--- config.mk ---
export PLATFORM = sky130hd
export DESIGN_NAME = wpvg_leg_seq
export DESIGN_NICKNAME = d
export VERILOG_FILES = /design/src/rtl/wpvg_pkg.sv /design/src/rtl/wpvg_leg_seq.sv
export SDC_FILE = /design/constraint.sdc
export NUM_CORES = 1
export LEC_CHECK = 0
export ABC_AREA = 1
export BUFFER_PORTS_ARGS = -buffer_cell sky130_fd_sc_hd__buf_2
export CAP_MARGIN = 10
export CORE_ASPECT_RATIO = 0.8
export CORE_MARGIN = 5
export CORE_UTILIZATION = 43
export CTS_BUF_LIST = sky130_fd_sc_hd__clkbuf_16
export DETAILED_ROUTE_END_ITERATION = 16
export PLACE_DENSITY_LB_ADDON = 0.3
export SLEW_MARGIN = 20
export SYNTH_ARGS = -nofsm -noshare
export SYNTH_HDL_FRONTEND = slang
export SYNTH_SLANG_ARGS = --single-unit
--- constraint.sdc ---
create_clock -name clk_i -period 5.46 [get_ports clk_i]
set_clock_uncertainty 0.15 [all_clocks]
set_input_delay 0 -clock clk_i [delete_from_list [all_inputs] [get_ports clk_i]]
set_output_delay 0 -clock clk_i [all_outputs]
set_load 0.02 [all_outputs]
--- src/rtl/wpvg_pkg.sv ---
// Shared types, widths and constants for the waypoint PD velocity guidance block.
package wpvg_pkg;

  localparam int unsigned POS_W   = 24;
  localparam int unsigned FRAC_W  = 12;
  localparam int unsigned GAIN_W  = 16;
  localparam int unsigned TOL_W   = 12;
  localparam int unsigned DWELL_W = 8;
  localparam int unsigned LEG_W   = 3;
  localparam int unsigned CIDX_W  = 3;

  localparam int unsigned ERR_W   = POS_W + 1;
  localparam int unsigned DIFF_W  = POS_W + 2;
  localparam int unsigned PRODP_W = GAIN_W + 1 + ERR_W;
  localparam int unsigned PRODD_W = GAIN_W + 1 + DIFF_W;
  localparam int unsigned ACC_W   = PRODD_W + 1;

  localparam logic [GAIN_W-1:0]        KP_RST    = GAIN_W'(4096);
  localparam logic [GAIN_W-1:0]        KD_RST    = GAIN_W'(7700);
  localparam logic [TOL_W-1:0]         TOL_RST   = TOL_W'(205);
  localparam logic [DWELL_W-1:0]       DWELL_RST = DWELL_W'(40);
  localparam logic signed [POS_W-1:0]  ALT_RST   = POS_W'(8192);
  localparam logic signed [POS_W-1:0]  LEGX_RST  = POS_W'(81920);
  localparam logic signed [POS_W-1:0]  LEGY_RST  = POS_W'(81920);

  typedef enum logic [LEG_W-1:0] {
    LEG_TAKEOFF = 3'd0,
    LEG_OUT_X   = 3'd1,
    LEG_OUT_Y   = 3'd2,
    LEG_BACK_X  = 3'd3,
    LEG_HOME    = 3'd4,
    LEG_LAND    = 3'd5,
    LEG_DONE    = 3'd6
  } leg_e;

  typedef enum logic [CIDX_W-1:0] {
    CFG_KP    = 3'd0,
    CFG_KD    = 3'd1,
    CFG_TOL   = 3'd2,
    CFG_DWELL = 3'd3,
    CFG_ALT   = 3'd4,
    CFG_LEGX  = 3'd5,
    CFG_LEGY  = 3'd6
  } cfg_idx_e;

  typedef struct packed {
    logic [GAIN_W-1:0]       kp_gain;
    logic [GAIN_W-1:0]       kd_gain;
    logic [TOL_W-1:0]        arrive_tol;
    logic [DWELL_W-1:0]      dwell_ticks;
    logic signed [POS_W-1:0] hover_alt;
    logic signed [POS_W-1:0] leg_x;
    logic signed [POS_W-1:0] leg_y;
  } cfg_t;

  typedef struct packed {
    logic signed [POS_W-1:0] meas_x;
    logic signed [POS_W-1:0] meas_y;
    logic signed [POS_W-1:0] meas_z;
    logic                    engaged;
  } in_req_t;

  typedef struct packed {
    logic signed [POS_W-1:0] vel_x;
    logic signed [POS_W-1:0] vel_y;
    logic signed [POS_W-1:0] vel_z;
    logic [LEG_W-1:0]        leg_index;
    logic                    land_request;
  } out_rsp_t;

  // Per-request control that travels down the pipeline beside the lanes
  typedef struct packed {
    logic             pd;
    logic             land;
    logic [LEG_W-1:0] leg;
  } seq_ctl_t;

endpackage

--- src/rtl/wpvg_leg_seq.sv ---
// Leg sequencer: leg targets, arrival window, dwell count and land request.
module wpvg_leg_seq (
  input  logic                              clk_i,
  input  logic                              rst_ni,
  input  logic                              acc_i,
  input  wpvg_pkg::in_req_t                 req_i,
  input  wpvg_pkg::cfg_t                    cfg_i,
  output logic signed [wpvg_pkg::POS_W-1:0] tgt_x_o,
  output logic signed [wpvg_pkg::POS_W-1:0] tgt_y_o,
  output logic signed [wpvg_pkg::POS_W-1:0] tgt_z_o,
  output logic                              upd_o,
  output wpvg_pkg::seq_ctl_t                ctl_o
);

  localparam int unsigned POS_W   = wpvg_pkg::POS_W;
  localparam int unsigned DIFF_W  = wpvg_pkg::DIFF_W;
  localparam int unsigned DWELL_W = wpvg_pkg::DWELL_W;

  wpvg_pkg::leg_e          leg_q, leg_d;
  logic [DWELL_W-1:0]      dwell_q, dwell_d;
  logic signed [POS_W-1:0] chk_m, chk_t;
  logic signed [DIFF_W-1:0] tol_s, win_lo, win_hi, chk_w;
  logic                    pd, in_win, land;

  always_comb begin
    tgt_x_o = '0;
    tgt_y_o = '0;
    chk_m   = req_i.meas_y;
    chk_t   = '0;
    case (leg_q)
      wpvg_pkg::LEG_OUT_X:  tgt_x_o = cfg_i.leg_x;
      wpvg_pkg::LEG_OUT_Y: begin
        tgt_x_o = cfg_i.leg_x;
        tgt_y_o = cfg_i.leg_y;
      end
      wpvg_pkg::LEG_BACK_X: tgt_y_o = cfg_i.leg_y;
      default: ;
    endcase
    tgt_z_o = cfg_i.hover_alt;
    // axis that decides arrival on each leg
    case (leg_q)
      wpvg_pkg::LEG_TAKEOFF: begin
        chk_m = req_i.meas_z;
        chk_t = tgt_z_o;
      end
      wpvg_pkg::LEG_OUT_X, wpvg_pkg::LEG_BACK_X: begin
        chk_m = req_i.meas_x;
        chk_t = tgt_x_o;
      end
      default: begin
        chk_m = req_i.meas_y;
        chk_t = tgt_y_o;
      end
    endcase
  end

  assign tol_s  = signed'(DIFF_W'(cfg_i.arrive_tol));
  assign win_lo = DIFF_W'(chk_t) - tol_s;
  assign win_hi = DIFF_W'(chk_t) + tol_s;
  assign chk_w  = DIFF_W'(chk_m);
  assign in_win = (chk_w > win_lo) && (chk_w < win_hi);

  assign pd = req_i.engaged && (leg_q <= wpvg_pkg::LEG_HOME);

  always_comb begin
    leg_d   = leg_q;
    dwell_d = dwell_q;
    land    = 1'b0;
    if (pd) begin
      if (in_win) begin
        if (dwell_q >= cfg_i.dwell_ticks) begin
          leg_d   = wpvg_pkg::leg_e'(leg_q + 3'd1);
          dwell_d = '0;
        end else begin
          dwell_d = dwell_q + DWELL_W'(1);
        end
      end else begin
        dwell_d = '0;
      end
    end else if (req_i.engaged && (leg_q == wpvg_pkg::LEG_LAND)) begin
      leg_d = wpvg_pkg::LEG_DONE;
      land  = 1'b1;
    end
  end

  always_ff @(posedge clk_i or negedge rst_ni) begin
    if (!rst_ni) begin
      leg_q   <= wpvg_pkg::LEG_TAKEOFF;
      dwell_q <= '0;
    end else if (acc_i) begin
      leg_q   <= leg_d;
      dwell_q <= dwell_d;
    end
  end

  assign upd_o     = acc_i && pd;
  assign ctl_o.pd   = pd;
  assign ctl_o.land = land;
  assign ctl_o.leg  = leg_d;

endmodule
* Word-level counts from Yosys, hierarchy flattened
Cells that the tools add are included.
** Word-level totals
- Register bits after elaboration :: 11
- Output and inout port bits :: 78
** Operators by class
- Add/sub/neg operators :: 4
- Order comparisons :: 4
- Equality and inequality tests :: 4
- Multiplexer cells :: 12
- Reductions and logical operators :: 9
** Operators by type and width (count)
- $pmux W24 S2 :: 2
- $mux W24 :: 2
- $add A24 B13 Y25 :: 1
- $gt A24 B25 Y1 :: 1
- $lt A24 B25 Y1 :: 1
- $sub A24 B13 Y25 :: 1
- $mux W8 :: 2
- $mux W3 :: 4
- $add A8 B1 Y8 const B :: 1
- $ge A8 B8 Y1 :: 1
- $eq A3 B2 Y1 const B :: 2
- $reduce_or A2 Y1 :: 3
- $logic_and A1 B1 Y1 :: 4
- $add A3 B1 Y3 const B :: 1
- $eq A3 B1 Y1 const B :: 1
- $eq A3 B3 Y1 const B :: 1
- $le A3 B3 Y1 const B :: 1
- $logic_not A3 Y1 :: 1
- $mux W1 :: 2
- $reduce_and A2 Y1 :: 1

* Logic depth before layout (Yosys ltp)
- Depth after elaboration :: 9
- Depth in mapped cells :: 42
- Mapped depth without buffers :: 41

* Worst setup path after synthesis
No wires, ideal clock.
- Path kind :: register to register
- From :: register leg_q[0]
- To :: register leg_q[0]
- Library setup time :: 117 ps
- Data arrival time :: 5038 ps
- Slack :: 155 ps
- Cell stages (with the launch flop) :: 39
- Cell sequence :: dfrtp_1 > ha_1 > ha_1 > inv_1 > nand2_4 > buf_6 > buf_2 > clkbuf_1 > a22oi_1 > o21ai_0 > fa_1 > nand3_1 > nor3_1 > nor2_1 > nor3_1 > nor2_1 > o21ai_0 > nand2_1 > (+3 left out) > o21ai_1 > inv_1 > ha_1 > nand2_1 > nor2_1 > nand2_1 > nor3b_1 > nand2_1 > nand2_1 > nand2_1 > nand2_1 > nand3_2 > nand2_1 > nand2_1 > nand2_1 > nand2_1 > nand2_1 > nand2_1
** RTL lines
- start: declaration :: RTL line wpvg_leg_seq.sv:19 : wpvg_pkg::leg_e leg_q, leg_d;
- start signal: assignment :: RTL line wpvg_leg_seq.sv:88 : leg_q <= wpvg_pkg::LEG_TAKEOFF;
- start signal: assignment :: RTL line wpvg_leg_seq.sv:91 : leg_q <= leg_d;

==> impl_metrics.toml <==
[status]
status = "completed"

[clocking]
htreeDepth = 1
root_buffer = "clkbuf_16"
clock_latency_ps = 240
cts_tree = "yes"
clock_sinks = 11
clockBufferDepth = 2
numCtsBuffers = 3
cts.clk_slew.worst_paths_ps = 40

[place]
globalplace.congestion = 0.915
placed_cell_area_mm2 = 0.00675
port_buffers = 245
place_ws_ps = 41.7
place_hpwl_um = 15700

[die]
dieHeight_um = 110
die_w_um = 135
io_pins = 278
num_rows = 36
core_mm2 = 0.0122
start_util_pct = 44.1
die-area_mm2 = 0.0149

[detailed_routing]
num_vias = 6355
remaining_drc_errors = 0
wire_per_inst_um = 14.2
routed_wl_um = 18500
antenna_left = 0
viasPerCell = 4.89
drtIter0Drc = 338
dr.pass1.iters = 5

[hold_path]
hold_path_class = "input pin to async pin"

[grt]
grt_pass1_wl_um = 27400
antenna_found_initial = 0
grt_use_total_pct = 22.6
grt_start_max_net_pins = 33
grt-ovfl-total = 0
first_global_vias = 5791

[timing]
setup_ws_ps = 162
setup_viol = 0
relSlewSlack_pct = 64.5
rsz0062_at_grt = "true"
min_period_ps = 5300
whs_ps = 29.8
finalHoldViolations = 0
finalSetupTns_ps = 0
drv_slew = 0
max_freq_mhz = 189
tightest_slew_ps = 530
min_period_over_period_pct = 97.0

[cells_and_area]
fin_nets = 1420
fin_util_pct = 59.7
synthToLayoutAreaGrowth_pct = 35.4
stdcell_area_mm2 = 0.00729
antenna_cells = 0
drive_gt1_share_pct = 35.7

[critical_path]
path_common_cell = "nand2_1"
cp-start-kind = "flop"
cp_data_required_time_ps = 5310
worstSetupPathType = "flop to primary output"
cpPeakStageDelay_ps = 430
cp_max_fo = 5
end_kind = "primary output"
slowest_stage = "dfrtp_2"
crit_arrival_ps = 5150

[yosys]
syn_area_mm2 = 0.00539
synth-edff-count = 0
synth_seq_cells = 11
synth_warnings = 0
synth.largest_area_cell = "ha_1"
yosys.area.top_type_share_pct = 20.4
synthMostInstantiatedCell = "nand2_1"
synth_common_cells = "nand2_1, inv_1, ha_1"
synth-main-ff-cell = "dfrtp_1"
yosysSeqAreaShare_pct = 5.11
synthArstFlopShare_pct = 100
syn_area_per_cell_um2 = 6.15
syn_inst = 876
synth_fp_nets = 1166
synthTopCellsByArea = "ha_1, nand2_1, inv_1"
synth.distinct_cells = 48

[power]
power.density_mw_per_mm2 = 514
max-vdd-ir-drop_v = 0.000234
power_leakage_nw = 4.29

[job]
maxCapViolations = 0
## final cells by class
| class | count | area, um2 |
|---|---|---|
| sequential | 11 | 278 |
| clock inverter | 1 | 3.75 |
| clock buffer | 3 | 75.1 |
| fill | 1184 | 4910 |
| inverter | 152 | 581 |
| tap | 171 | 214 |
| multi-input combinational | 668 | 4460 |
| timing repair buffer | 294 | 1680 |
## final timing paths
check | from | end | slack, ps | cells past startpoint
max in group asynchronous | rst_ni | leg_q[0] | 4910 | 2
min | rst_ni | leg_q[2] | 30 | 2
min reg2reg | dwell_q[0] | dwell_q[0] | 380 | 1
min in group clk_i | cfg_i[62] | tgt_z_o[14] | 90 | 2
max reg2reg | leg_q[1] | leg_q[0] | 230 | 33
max | leg_q[0] | ctl_o[1] | 160 | 32
## stage by stage
| stage | cells | power, mW |
|---|---|---|
| final | 1300 | 3.75 |
| after global routing | 1300 | 4.17 |
| after CTS | 1286 | 3.47 |
| after detailed placement | 1276 | 3.26 |
| after global placement | 1276 | 3.20 |
| after floorplan | 876 | 2.39 |
## cell usage in the layout (no fill, tap or decap), types with 8 or more instances in the layout
master	count
a21oi_1	44
a22oi_1	32
buf_2	242
buf_4	39
buf_6	8
dfrtp_1	9
ha_1	79
inv_1	139
inv_2	9
nand2_1	209
nand2_2	21
nand3_1	24
nand4_1	11
nor2_1	75
nor2_2	9
nor2_4	8
o21ai_0	17
o21ai_2	9
xor2_1	39
## per-layer routing
metal / track usage [%] / wire length (um) / vias to the layer above
met5: 0 / 0 / -
met4: 3.96 / 300 / 0
met3: 3.22 / 1370 / 26
met2: 36.4 / 8000 / 225
met1: 32.5 / 8790 / 2801
li1: - / - / 3303
## what timing repair did
action	4_1_cts	5_1_grt
cloned	0	2
pin swaps	5	34
endpoints found under the hold margin	14	0
hold buffers	2	0
endpoints found under the setup margin	3	14
buffers inserted	4	12
gates resized for setup	8	76
## cell families after synthesis
group	count (synthesis)	synth area share, %
and+or+nand+nor	391	33.5
buffers and inverters	197	16.3
AOI/OAI and AO/OA	139	16.1
adders and majority gates	90	21.2
xor gates and xnor gates	48	7.80
DFF	11	5.11
## critical path: cells and delay by family (launching register included)
kind | cells | cell delay [ps]
buf+inv | 7 | 940
compound gates | 6 | 1110
simple gates | 15 | 1380
fa+ha+maj | 3 | 820
flops | 1 | 430
xor+xnor | 1 | 220
## sequential cells by signal, indices dropped and copies added (netlist names)
name and count:
dwell_q 8, leg_q 3
## report_power, final
part | total (mW) | internal (mW) | switching [mW]
Combinational | 3.51 | 1.35 | 2.16
Clock | 0.134 | 0.0963 | 0.0380
Sequential | 0.102 | 0.0916 | 0.0106
Power figures use the tool's default switching activity.
