<file path="src/rtl/wpvg_pkg.sv">
// Shared types, widths and constants for the waypoint PD velocity guidance block.
package wpvg_pkg;

  localparam int unsigned POS_W   = 24;
  localparam int unsigned FRAC_W  = 12;
  localparam int unsigned GAIN_W  = 16;
  localparam int unsigned TOL_W   = 12;
  localparam int unsigned DWELL_W = 8;
  localparam int unsigned LEG_W   = 3;
  localparam int unsigned CIDX_W  = 3;

  localparam int unsigned ERR_W   = POS_W + 1;
  localparam int unsigned DIFF_W  = POS_W + 2;
  localparam int unsigned PRODP_W = GAIN_W + 1 + ERR_W;
  localparam int unsigned PRODD_W = GAIN_W + 1 + DIFF_W;
  localparam int unsigned ACC_W   = PRODD_W + 1;

  localparam logic [GAIN_W-1:0]        KP_RST    = GAIN_W'(4096);
  localparam logic [GAIN_W-1:0]        KD_RST    = GAIN_W'(7700);
  localparam logic [TOL_W-1:0]         TOL_RST   = TOL_W'(205);
  localparam logic [DWELL_W-1:0]       DWELL_RST = DWELL_W'(40);
  localparam logic signed [POS_W-1:0]  ALT_RST   = POS_W'(8192);
  localparam logic signed [POS_W-1:0]  LEGX_RST  = POS_W'(81920);
  localparam logic signed [POS_W-1:0]  LEGY_RST  = POS_W'(81920);

  typedef enum logic [LEG_W-1:0] {
    LEG_TAKEOFF = 3'd0,
    LEG_OUT_X   = 3'd1,
    LEG_OUT_Y   = 3'd2,
    LEG_BACK_X  = 3'd3,
    LEG_HOME    = 3'd4,
    LEG_LAND    = 3'd5,
    LEG_DONE    = 3'd6
  } leg_e;

  typedef enum logic [CIDX_W-1:0] {
    CFG_KP    = 3'd0,
    CFG_KD    = 3'd1,
    CFG_TOL   = 3'd2,
    CFG_DWELL = 3'd3,
    CFG_ALT   = 3'd4,
    CFG_LEGX  = 3'd5,
    CFG_LEGY  = 3'd6
  } cfg_idx_e;

  typedef struct packed {
    logic [GAIN_W-1:0]       kp_gain;
    logic [GAIN_W-1:0]       kd_gain;
    logic [TOL_W-1:0]        arrive_tol;
    logic [DWELL_W-1:0]      dwell_ticks;
    logic signed [POS_W-1:0] hover_alt;
    logic signed [POS_W-1:0] leg_x;
    logic signed [POS_W-1:0] leg_y;
  } cfg_t;

  typedef struct packed {
    logic signed [POS_W-1:0] meas_x;
    logic signed [POS_W-1:0] meas_y;
    logic signed [POS_W-1:0] meas_z;
    logic                    engaged;
  } in_req_t;

  typedef struct packed {
    logic signed [POS_W-1:0] vel_x;
    logic signed [POS_W-1:0] vel_y;
    logic signed [POS_W-1:0] vel_z;
    logic [LEG_W-1:0]        leg_index;
    logic                    land_request;
  } out_rsp_t;

  // Per-request control that travels down the pipeline beside the lanes
  typedef struct packed {
    logic             pd;
    logic             land;
    logic [LEG_W-1:0] leg;
  } seq_ctl_t;

endpackage

</file>
<file path="src/rtl/wpvg_pd_lane.sv">
// One axis PD lane: error, derivative, gain products, rounding and saturation.
module wpvg_pd_lane (
  input  logic                                 clk_i,
  input  logic                                 rst_ni,
  input  logic                                 adv_i,
  input  logic                                 upd_i,
  input  logic signed [wpvg_pkg::POS_W-1:0]    target_i,
  input  logic signed [wpvg_pkg::POS_W-1:0]    meas_i,
  input  logic [wpvg_pkg::GAIN_W-1:0]          kp_i,
  input  logic [wpvg_pkg::GAIN_W-1:0]          kd_i,
  output logic signed [wpvg_pkg::POS_W-1:0]    vel_o
);

  localparam int unsigned POS_W   = wpvg_pkg::POS_W;
  localparam int unsigned ERR_W   = wpvg_pkg::ERR_W;
  localparam int unsigned DIFF_W  = wpvg_pkg::DIFF_W;
  localparam int unsigned GAIN_W  = wpvg_pkg::GAIN_W;
  localparam int unsigned PRODP_W = wpvg_pkg::PRODP_W;
  localparam int unsigned PRODD_W = wpvg_pkg::PRODD_W;
  localparam int unsigned ACC_W   = wpvg_pkg::ACC_W;
  localparam int unsigned FRAC_W  = wpvg_pkg::FRAC_W;
  localparam logic signed [ACC_W-1:0] HALF = ACC_W'(1) <<< (FRAC_W - 1);

  logic signed [ERR_W-1:0]   prev_q;
  logic signed [ERR_W-1:0]   err_d, err_q;
  logic signed [DIFF_W-1:0]  diff_d, diff_q;
  logic signed [PRODP_W-1:0] prodp_d, prodp_q;
  logic signed [PRODD_W-1:0] prodd_d, prodd_q;
  logic signed [GAIN_W:0]    kp_s, kd_s;
  logic signed [ACC_W-1:0]   acc, shifted;
  logic                      fits;

  assign err_d  = ERR_W'(target_i) - ERR_W'(meas_i);
  assign diff_d = DIFF_W'(err_d) - DIFF_W'(prev_q);

  always_ff @(posedge clk_i or negedge rst_ni) begin
    if (!rst_ni) begin
      prev_q <= '0;
    end else if (upd_i) begin
      prev_q <= err_d;
    end
  end

  // stage 1: error and difference
  always_ff @(posedge clk_i) begin
    if (adv_i) begin
      err_q  <= err_d;
      diff_q <= diff_d;
    end
  end

  assign kp_s    = signed'({1'b0, kp_i});
  assign kd_s    = signed'({1'b0, kd_i});
  assign prodp_d = PRODP_W'(kp_s) * PRODP_W'(err_q);
  assign prodd_d = PRODD_W'(kd_s) * PRODD_W'(diff_q);

  // stage 2: gain products
  always_ff @(posedge clk_i) begin
    if (adv_i) begin
      prodp_q <= prodp_d;
      prodd_q <= prodd_d;
    end
  end

  // round to nearest, ties up, then clamp to the position range
  assign acc     = ACC_W'(prodp_q) + ACC_W'(prodd_q) + HALF;
  assign shifted = acc >>> FRAC_W;
  assign fits    = (shifted[ACC_W-1:POS_W-1] == '0) || (shifted[ACC_W-1:POS_W-1] == '1);

  always_comb begin
    if (fits) begin
      vel_o = shifted[POS_W-1:0];
    end else if (shifted[ACC_W-1]) begin
      vel_o = {1'b1, {(POS_W-1){1'b0}}};
    end else begin
      vel_o = {1'b0, {(POS_W-1){1'b1}}};
    end
  end

endmodule

</file>
<file path="config.mk">
export PLATFORM = sky130hd
export DESIGN_NAME = wpvg_pd_lane
export DESIGN_NICKNAME = d
export VERILOG_FILES = /design/src/rtl/wpvg_pkg.sv /design/src/rtl/wpvg_pd_lane.sv
export SDC_FILE = /design/constraint.sdc
export NUM_CORES = 2
export LEC_CHECK = 0
export ABC_AREA = 1
export BUFFER_PORTS_ARGS = -buffer_cell sky130_fd_sc_hd__buf_2
export CORE_UTILIZATION = 30
export DETAILED_ROUTE_END_ITERATION = 8
export GPL_TIMING_DRIVEN = 0
export SETUP_SLACK_MARGIN = 0.5
export SLEW_MARGIN = 20
export SYNTH_ARGS = -nofsm -noshare
export SYNTH_HDL_FRONTEND = slang
export SYNTH_SLANG_ARGS = --single-unit
</file>
<file path="constraint.sdc">
create_clock -name clk_i -period 8.9 [get_ports clk_i]
set_input_delay 2.225 -clock clk_i [delete_from_list [all_inputs] [get_ports clk_i]]
set_output_delay 2.225 -clock clk_i [all_outputs]
set_load 0.01 [all_outputs]
</file>
* Word level (Yosys, flattened, before mapping)
Index checks and enable logic that the tools add are counted.
** Cells by class
- Multiply operators :: 2
- Mux-type cells :: 2
- Reduce and logical (&&, ||, !) cells :: 2
- Equal/unequal tests :: 1
- Add/sub/neg operators :: 4
** Operators with widths (count)
- 24-bit two-way mux :: 2
- 42-bit by 43-bit adder with 44-bit output :: 1
- 44-bit by 13-bit adder with 44-bit output, second input constant :: 1
- 17-bit by 26-bit multiplier with 43-bit output :: 1
- 17-bit by 25-bit multiplier with 42-bit output :: 1
- 25-bit by 25-bit subtractor with 26-bit output :: 1
- 24-bit by 24-bit subtractor with 25-bit output :: 1
- 21-bit equality test, second input constant :: 1
- 21-bit zero test :: 1
- 1-bit logical OR :: 1
** Word-level totals
- Logic and storage cells :: 16
- Register bits :: 161
- Output and inout port bits :: 24
- Bits of input ports :: 84

* Logic depth before layout (Yosys ltp)
- Word-level depth :: 5
- Depth in mapped cells :: 29
- Mapped depth without buffers :: 27

* Worst setup path before layout
OpenSTA, ideal clock, no wires.
- Path type :: input -> register
- From :: input kd_i[2] in the netlist's numbering
- To :: register prodd_q[35] (data pin)
- Arrival :: 7446 ps
- Stages :: 22
- Path buffers :: 2
- Setup slack :: 1201 ps
- Setup time :: 252 ps
- Required time :: 8648 ps
- Cells stage by stage :: clkbuf_1 clkbuf_1 nand2_1 fa_1 fa_1 fa_1 fa_1 inv_1 fa_1 inv_1 fa_1 inv_1 ha_1 a21o_1 a21oi_1 nand2_1 a31oi_1 o21ai_0 a21oi_1 o21bai_1 nand2_1 nand2_1
** Between the ends
- Word-level cells in the longest chain between the ends :: 1
** RTL lines
- from (decl) :: RTL line wpvg_pd_lane.sv:10 : input logic [wpvg_pkg::GAIN_W-1:0] kd_i,
- 17-bit by 26-bit multiplier with 43-bit output :: RTL line wpvg_pd_lane.sv:55 : assign prodd_d = PRODD_W'(kd_s) * PRODD_W'(diff_q);
- net prodd_d[35] :: RTL line wpvg_pd_lane.sv:28 : logic signed [PRODD_W-1:0] prodd_d, prodd_q;
- to (signal assigned) :: RTL line wpvg_pd_lane.sv:61 : prodd_q <= prodd_d;
- to (decl) :: RTL line wpvg_pd_lane.sv:28
The timed path passes the listed nets, and every way through them passes these cells.
A chain may end at the register's enable or synchronous reset.

* Final worst setup path
- From :: input kd_i[3] in the netlist's numbering
- To :: register prodd_q[40] (data pin)
The elaborated chain is that of the path after synthesis.

==> run metrics <==
Remaining DRCs=0; syn_area_per_cell=7.82 µm²; wire per inst=18.1 µm; Die Height=377 µm; min Tclk post-route=8220 ps; Async SR Flop Fraction=0.155; total gr overflow=0; actual slew at the worst max-slew pin=919 ps; Site Rows=137; CTS buffer count=17; die area=142000 µm²; placer congestion estimate=0.983; Initial Util=0.302; met2 WL=63100 µm; clk_lat worst skew=450 ps; largest net degree at the start of global routing=91; final hold vios=0; prevailing post-synth register cell=edfxtp_1; GRT Resource Usage Total=0.191; via density per instance=4.58; final core utilization=0.327; CP most frequent cell=fa_1; synth top area cells=fa_1 38%, inv_1 14%, nand2_1 13%; Compound-Gate Fraction of Synth Area=0.0505; fin crit share=0.924; EDFF count, synth=136; Post-Syn Instances=5384; HP Class=reg2reg; CTS Sinks=161; DR vias=33700; crit path kind=in2reg; fmax=122 MHz; post-route ant nets=0; Worst setup EP type=flip-flop; slowest library cell on the worst path=fa_1; outcome=complete, no violations; CTS root buf=clkbuf_16; Final Slew Violations=0; top-area cell type share of the netlist area=0.379; drt first-iter violations=2638; Clock transition at path regs=60 ps; Area Overhead vs Synth=8.20%; Mapped Nets=6606; number of setup buffers added after CTS=0; TritonCTS clock tree=yes; vias in the first global route=34800; commonest non-fill, non-tap cell in the layout=inv_1; post-DP HPWL=115000 µm; WL met1=57300 µm; commonest cells after routing, fill and taps aside=1566 x inv_1, 1434 x nand2_1, 796 x fa_1; layout cells sized above 1=0.0361; Clock Tree Buf Depth=2; post-synthesis simple-gate area fraction=0.165; first-pass GRT wire length=205000 µm; hold_buf cts=0; Critical Path Source Type=input port; IO buf count=74; synthesized area=42100 µm²; Unique masters post-synth=44; post-synthesis register bit count=161; Post-Synth XOR/XNOR Area=0.0328; IO Count=108; CP top delay family=adder cells; 1st-pass router iterations=6; Final nets=6700; largest area contributor in the netlist=fa_1; Ys Warns=0; Fillers=14800; delay of the slowest cell on the worst path=610 ps; H-tree depth=4; worst path cell trace=clkbuf_2, clkbuf_2, nand2_1, fa_2, fa_1, clkinvlp_4, fa_1, fa_1, fa_1, inv_1, fa_1, inv_1, ha_1, nand2_1, nor2_1, inv_1, nor4_2, nand4_1, nand3_1, xor2_1; unrepaired setup endpoints after global routing=no; Die X=377 µm; Rel. slew slack=0.387; Max Cap Viol=0; Top Metal Used=met5; largest family of logic cells by synthesized area=adder cells; Floorplan Core Area=139000 µm²; mux cell area share after synthesis=0; sequential share of the synthesized area=0.112; Fin Clk Skew=13.2 ps; CP Buf/Inv Count=6; drt total wl=133000 µm; WL met3=9150 µm; CP max FO=10; Setup Viol. Count Final=0; Worst Path Required=9140 ps; initial antenna violation count=8; adder-cell share of the synthesized area=0.480; CP arrival=8460 ps
[state kept, by name, indices dropped and copies added, names as in the netlist]
name,cells
prev_q,25
prodd_q,43
err_q,25
prodp_q,42
diff_q,26
[Yosys cell counts, types with 3 or more instances]
cell and n:
nor2_1 188, a21o_1 17, a211oi_1 5, inv_1 1567, o21a_1 4, nand3b_1 3, xor2_1 91, a21oi_1 161
nand2_2 5, nor3_2 5, buf_6 4, edfxtp_1 136, dfrtp_1 25, nor3_1 16, o21ai_1 3, inv_2 7
o21ai_0 95, nand2_1 1434, a21boi_0 7, a221oi_1 4, clkbuf_1 203, ha_1 340, o211ai_1 9, o221ai_1 6
o21bai_1 23, xnor2_1 65, fa_1 798, and2_1 4, a31oi_1 28, a31o_2 3, nand3_1 80, nor2_2 6
nand4_1 21, nor4_1 8
[routing by layer]
layer	vias to the layer above	track usage
met1	16700	0.252
met4	12	0.0459
met3	197	0.0304
met5	-	0
li1	15700	-
met2	1119	0.323
[repair_timing]
action                     CTS  global route
setup endpoints to repair   27            34
gates resized for setup     15            91
hold endpoints to repair     0             0
[logic make-up (layout without fill, tap and decap cells)]
group           after synthesis  count (layout)
compound gates              371             371
other cells                   0               1
fa+ha+maj                  1138            1138
flops                       161             161
simple gates               1776            1776
xor+xnor                    157             157
buf+inv                    1781            1887
[stage by stage]
| step | hold WS [ps] | TNS, ps | area, µm² | worst slack [ps] | cells |
|---|---|---|---|---|---|
| 2_1_floorplan | 449 | 0 | 42100 | 1200 | 5384 |
| 3_3_place_gp | 471 | -3610 | 44800 | -370 | 7334 |
| 3_5_place_dp | 478 | -4120 | 44900 | -422 | 7335 |
| 4_1_cts | 494 | 0 | 45500 | 453 | 7366 |
| 5_1_grt | 529 | 0 | 45600 | 508 | 7366 |
| 6_report | 495 | 0 | 45600 | 678 | 7367 |
[worst reg2reg max path: stages, from the launching register on]
cell and delay [ps]:
edfxtp_1 400, clkbuf_1 410, clkbuf_1 620, nand2_1 280, fa_1 790, fa_1 460
inv_1 360, fa_1 530, fa_1 510, fa_1 490, inv_1 50, fa_1 470
inv_1 40, ha_1 350, nand2_1 140, nor2_1 70, nand2_1 120, inv_1 50
a221oi_1 450, nand3_1 230, xor2_1 190
[worst paths after layout]
kind | from | to | slack, ps | depth (start not counted)
setup / recovery | kd_i[3] | prodd_q[40]$_DFFE_PP_ | 680 | 20
hold / removal | prev_q[3]$_DFFE_PN0P_ | prev_q[3]$_DFFE_PN0P_ | 500 | 2
setup reg to reg | err_q[24]$_DFFE_PP_ | prodp_q[40]$_DFFE_PP_ | 1620 | 20
hold reg to reg | prev_q[3]$_DFFE_PN0P_ | prev_q[3]$_DFFE_PN0P_ | 500 | 2
max in group asynchronous | rst_ni | prev_q[7]$_DFFE_PN0P_ | 6720 | 1
min in group asynchronous | rst_ni | prev_q[22]$_DFFE_PN0P_ | 1760 | 1
[area by class of cell]
type	count	area, µm²	area share
clock buffers	19	433	0.00950
diodes	1	2.50	0.0000549
flip-flops and latches	161	4710	0.103
multi-input cells	3442	30700	0.674
inverters	1574	5910	0.130
plain buffers	207	876	0.0192
repair buffers	75	408	0.00895
well taps	1876	2350	0.0515
clock inverters	12	180	0.00395
Power is not shown: default switching activity piles up to over one toggle a cycle in this logic, so the estimate is an artifact.
